--- src/rtl/sstq_pkg.sv ---
// Package for the sorted sleep timer queue: widths, result codes and
// shared types. Depends on nothing.
`default_nettype none
package sstq_pkg;
   localparam int QueueDepthDefault = 64;
   localparam int TimeWidth = 32;
   localparam int IdWidth = 16;
   localparam int TpsWidth = 20;
   localparam logic [TpsWidth-1:0] TpsReset = 20'd1000000;

   localparam logic [1:0] KIND_ACCEPTED = 2'd0;
   localparam logic [1:0] KIND_NEGATIVE = 2'd1;
   localparam logic [1:0] KIND_FULL     = 2'd2;
   localparam logic [1:0] KIND_WAKE     = 2'd3;

   localparam logic OP_SLEEP = 1'b0;
   localparam logic OP_TICK  = 1'b1;

   // Classified command passed from the front end to the back end.
   typedef struct packed {
      logic                 is_tick;
      logic                 negative;
      logic [IdWidth-1:0]   id;
      logic [TimeWidth-1:0] time_val;
   } cmd_type;
endpackage
`default_nettype wire

--- src/rtl/sstq_front.sv ---
// Front end: accepts requests, computes saturated wake times and places
// classified commands in a two-entry queue. Depends on sstq_pkg.
`default_nettype none
module sstq_front import sstq_pkg::*; (
   input  wire logic                 clock,
   input  wire logic                 reset,
   input  wire logic                 in_valid,
   output logic                      in_ready,
   input  wire logic                 in_op,
   input  wire logic [IdWidth-1:0]   in_id,
   input  wire logic signed [15:0]   in_sec,
   input  wire logic [TimeWidth-1:0] in_time,
   input  wire logic [TpsWidth-1:0]  tps,
   output logic                      cmd_valid,
   input  wire logic                 cmd_ready,
   output cmd_type                   cmd
);
   // Stage 1 registers the product; stage 2 adds and saturates into the queue.
   logic                 s1_valid_ff, s1_valid_in;
   logic                 s1_tick_ff, s1_neg_ff;
   logic [IdWidth-1:0]   s1_id_ff;
   logic [TimeWidth-1:0] s1_time_ff;
   logic [34:0]          s1_prod_ff;
   cmd_type              q_ff [2];
   logic [1:0]           q_cnt_ff, q_cnt_in;
   logic                 q_rd_ff, q_wr_ff;
   logic                 push, pop;
   logic [35:0]          sum;
   cmd_type              new_cmd;

   // One stage plus up to two queued entries; stall stage 1 when queue is full.
   assign in_ready  = !s1_valid_ff;
   assign push      = s1_valid_ff && (q_cnt_ff != 2'd2);
   assign cmd_valid = q_cnt_ff != 2'd0;
   assign pop       = cmd_valid && cmd_ready;
   assign cmd       = q_ff[q_rd_ff];
   assign sum       = {4'd0, s1_time_ff} + {1'b0, s1_prod_ff};

   always_comb begin
      new_cmd.is_tick  = s1_tick_ff;
      new_cmd.negative = s1_neg_ff;
      new_cmd.id       = s1_id_ff;
      if (s1_tick_ff) begin
         new_cmd.time_val = s1_time_ff;
      end else if (sum[35:32] != 4'd0) begin
         new_cmd.time_val = '1;
      end else begin
         new_cmd.time_val = sum[31:0];
      end
   end

   always_comb begin
      s1_valid_in = s1_valid_ff;
      if (push) begin
         s1_valid_in = 1'b0;
      end
      if (in_valid && in_ready) begin
         s1_valid_in = 1'b1;
      end
      q_cnt_in = q_cnt_ff + {1'b0, push} - {1'b0, pop};
   end

   always_ff @(posedge clock) begin
      if (reset) begin
         s1_valid_ff <= 1'b0;
         q_cnt_ff    <= 2'd0;
         q_rd_ff     <= 1'b0;
         q_wr_ff     <= 1'b0;
      end else begin
         s1_valid_ff <= s1_valid_in;
         q_cnt_ff    <= q_cnt_in;
         if (pop) begin
            q_rd_ff <= !q_rd_ff;
         end
         if (push) begin
            q_wr_ff <= !q_wr_ff;
         end
      end
      if (in_valid && in_ready) begin
         s1_tick_ff <= in_op == OP_TICK;
         s1_neg_ff  <= in_sec[15];
         s1_id_ff   <= in_id;
         s1_time_ff <= in_time;
         s1_prod_ff <= {20'd0, in_sec[14:0]} * {15'd0, tps};
      end
      if (push) begin
         q_ff[q_wr_ff] <= new_cmd;
      end
   end
endmodule
`default_nettype wire

--- config.mk ---
export PLATFORM = sky130hd
export DESIGN_NAME = sstq_front
export DESIGN_NICKNAME = d
export VERILOG_FILES = /design/src/rtl/sstq_pkg.sv /design/src/rtl/sstq_front.sv
export SDC_FILE = /design/constraint.sdc
export NUM_CORES = 1
export LEC_CHECK = 0
export BUFFER_PORTS_ARGS = -buffer_cell sky130_fd_sc_hd__buf_2
export CAP_MARGIN = 10
export CORE_MARGIN = 3
export CORE_UTILIZATION = 55
export CTS_BUF_LIST = sky130_fd_sc_hd__clkbuf_2 sky130_fd_sc_hd__clkbuf_4 sky130_fd_sc_hd__clkbuf_8
export DETAILED_ROUTE_END_ITERATION = 10
export PLACE_DENSITY = 0.75
export SKIP_CTS_REPAIR_TIMING = 1
export SLEW_MARGIN = 15
export SYNTH_ARGS = -nofsm -noshare
export SYNTH_HDL_FRONTEND = slang
export SYNTH_SLANG_ARGS = --single-unit
--- constraint.sdc ---
create_clock -name clock -period 10.1 [get_ports clock]
set_clock_uncertainty 0.05 [all_clocks]
set_input_delay 0.505 -clock clock [delete_from_list [all_inputs] [get_ports clock]]
set_output_delay 0.505 -clock clock [all_outputs]
set_load 0.005 [all_outputs]
==> metrics.yaml <==
setup_path:
  critPathBufInv: 5
  path_cells: "buf_2 -> and2_1 -> fa_1 -> inv_1 -> fa_1 -> inv_1 -> fa_1 -> fa_1 -> fa_1 -> inv_1 -> fa_1 -> inv_1 -> ha_1 -> and2_1 -> a221oi_1 -> nor2_1 -> nor3_1 -> o211ai_1 -> a311oi_1 -> nor2_1 -> a221oi_1 -> o22ai_1"
  cp_slowest_cell: "fa_1"
  worst_ep_arrival_time_ps: 6700
  cp_data_required_time_ps: 10280
  worst_path_most_repeated_cell: "fa_1"
  timing.critical_path.fanout_max: 15
  critical_path.startpoint_type: "primary input"
  path_delay_family: "adder cells"
  worstSetupEndpointType: "flip-flop"
  worst-setup-path-type: "primary input to flip-flop"
  cp_slowest_stage_delay_ps: 560
place:
  dp.final_hpwl_um: 30360
  globalplace.congestion: 0.9230
  port_buffers: 140
  place_area_mm2: 0.01935
clock_network:
  cts_max_path_buffers: 2
  cts.root.buffer_cell: "clkbuf_8"
  cts.sinks: 191
  cts_htree_levels: 4
  worstSkewPairLatency_ps: 480
  tritoncts.num_buffers: 17
  cts_tree: "yes"
  path_clk_slew_ps: 110
timing:
  hold_viol: 0
  totalNegativeSetupSlack_ps: 0
  worst-slew-pin-transition_ps: 1088
  layout_worst_path_cycle_share_pct: 64.53
  timing.final.crit_period_ps: 6518
  rsz0062_at_grt: "no"
  max-slew-margin-rel_pct: 27.47
  timing.final.max_slew_violations: 0
  endpoints_failing_setup: 0
  fmaxAchievable_mhz: 153.4
final_layout:
  drive_gt1_share_pct: 13.54
  most_common_cell_after_layout_fill_and_taps_aside: "inv_1"
  final_cell_area_mm2: 0.01980
  nNetsFinal: 2251
  antennaDiodeCount: 0
  syn_to_final_growth_pct: 7.725
  mostFrequentLayoutCells: "inv_1, fa_1, nand2_1"
  fillers: 2752
yosys:
  synth-main-ff-cell: "edfxtp_1"
  synth_async_sr_flop_share_pct: 0
  ys_types: 72
  synth_enable_flop_cells: 185
  seq_area_frac_synth_pct: 30.87
  synth.avg_cell_area_um2: 10.74
  synth_seq_cells: 191
  synth.net_count: 2167
  post_synth_inst_count: 1712
  post_synth_design_cell_area_mm2: 0.01838
  ys.warnings.count: 0
min_path:
  min-delay-path-class: "primary input to flip-flop"
die:
  die-height_um: 188.8
  effective_utilization_at_floorplan_pct: 56.22
  ioPinCount: 141
  rows: 66
  core_area_mm2: 0.03270
  die_x_um: 188.8
  die-area_mm2: 0.03565
pwr:
  power_per_cell_area_mw_per_mm2: 351.3
  ir_worst_vdd_mv: 0.3730
  total_leakage_power_nw: 8.795
grt:
  grt_first_pass_wirelength_um: 65170
  grt_max_degree: 86
  grt_usage_pct: 22.72
  initial_antenna_violation_count: 0
  grt-ovfl-total: 0
  grt_pass1_vias: 12500
status:
  run_status: "finished, final reports clean"
routing:
  route.vias.total: 12350
  via_density_per_instance: 5.488
  post_drt_antenna_nets: 0
  detail_route.iter0.violations: 1033
  drt_pass1_iterations: 7
  route.detailed.wl_per_inst_um: 17.58
  route.final.wire_length_um: 39570
  drc_violations_left: 0
job:
  max_cap_violations: 0
==> per-layer routing <==
metal  vias to the layer above  part of all wire, %  wire length (µm)  GRT usage (%)
met5                         -                    0                 0              0
met4                         0                 0.81               322          4.182
met3                        32                  8.2              3263          4.316
met2                       482                   45             17930          35.69
met1                      6063                   46             18060          33.61
li1                       5777                    -                 -              -
==> path summary, 6_finish.rpt <==
kind                                         startpoint                       end  slack, ps  cells past startpoint
worst max register to register  s1_time_ff[0]$_DFFE_PP_     q_ff[0][30]$_DFFE_PP_       5730                     12
worst min-delay path                         in_time[4]   s1_time_ff[4]$_DFFE_PP_        140                      1
worst max-delay path                            tps[16]  s1_prod_ff[34]$_DFFE_PP_       3580                     22
worst min register to register    s1_id_ff[7]$_DFFE_PP_     q_ff[1][39]$_DFFE_PP_        410                      0
==> cells in the mapped netlist, types with 8 or more instances <==
library cell	n	area (µm²)
o211ai_1	9	67.56
inv_1	272	1021
o22a_1	30	262.8
edfxtp_1	185	5555
nand2b_1	10	62.56
a211oi_1	8	60.06
fa_1	233	4664
nor2_1	41	153.9
nand3_1	10	50.05
nor3_1	8	40.04
o21bai_1	10	75.07
nand4_1	10	62.56
a21o_1	18	135.1
and2_1	157	982.2
xor2_1	15	131.4
nand2_1	186	698.2
clkbuf_1	64	240.2
nor2b_1	10	62.56
ha_1	133	1664
a21oi_1	64	320.3
o21ai_1	8	40.04
mux2_2	50	563.0
o21ai_0	39	195.2
xnor2_1	46	402.9
==> cell families after synthesis <==
family / after synthesis / share of synthesized area [%]
fa+ha+maj: 366 / 34.42
xor+xnor: 61 / 2.906
mux: 51 / 3.117
compound gates: 235 / 8.725
simple gates: 457 / 12.54
buf+inv: 351 / 7.412
flops: 191 / 30.87
==> area by class of cell <==
class / count / area, µm² / share of cell area [%]
Sequential cell: 191 / 5677 / 28.66
Inverter: 272 / 1021 / 5.155
Clock inverter: 15 / 220.2 / 1.112
Multi-Input combinational cell: 1170 / 11370 / 57.40
Timing Repair Buffer: 144 / 730.7 / 3.690
Tap cell: 442 / 553.0 / 2.793
Clock buffer: 17 / 234.0 / 1.181
==> flip-flops by register name (all words and copies together), names as in the netlist, named ones only <==
name / flops
s1_neg_ff: 1
s1_id_ff: 16
s1_time_ff: 32
s1_tick_ff: 1
s1_prod_ff: 35
q_rd_ff: 1
q_wr_ff: 1
q_ff: 100
s1_valid_ff: 1
q_cnt_ff: 2
==> power by group <==
group	total (mW)	internal, mW	switching [mW]	leakage (nW)
combinational	5.10	2.19	2.91	6.81
clock	0.545	0.224	0.322	0.225
sequential	1.31	1.26	0.0538	1.76
total	6.96	3.67	3.29	8.80
==> metrics by stage <==
step	power (mW)	instances	worst slack [ps]	utilization (%)	hold WS, ps
detailed placement	6.360	2219	3085	59.17	379.0
CTS	6.944	2251	3631	60.56	108.6
global route	7.734	2251	3186	60.56	107.2
finish	6.957	2251	3582	60.56	141.1
floorplan	5.293	1712	3769	-	371.5
global placement	6.249	2219	3360	59.17	372.5
No activity file was read; power rests on OpenSTA's default activity.
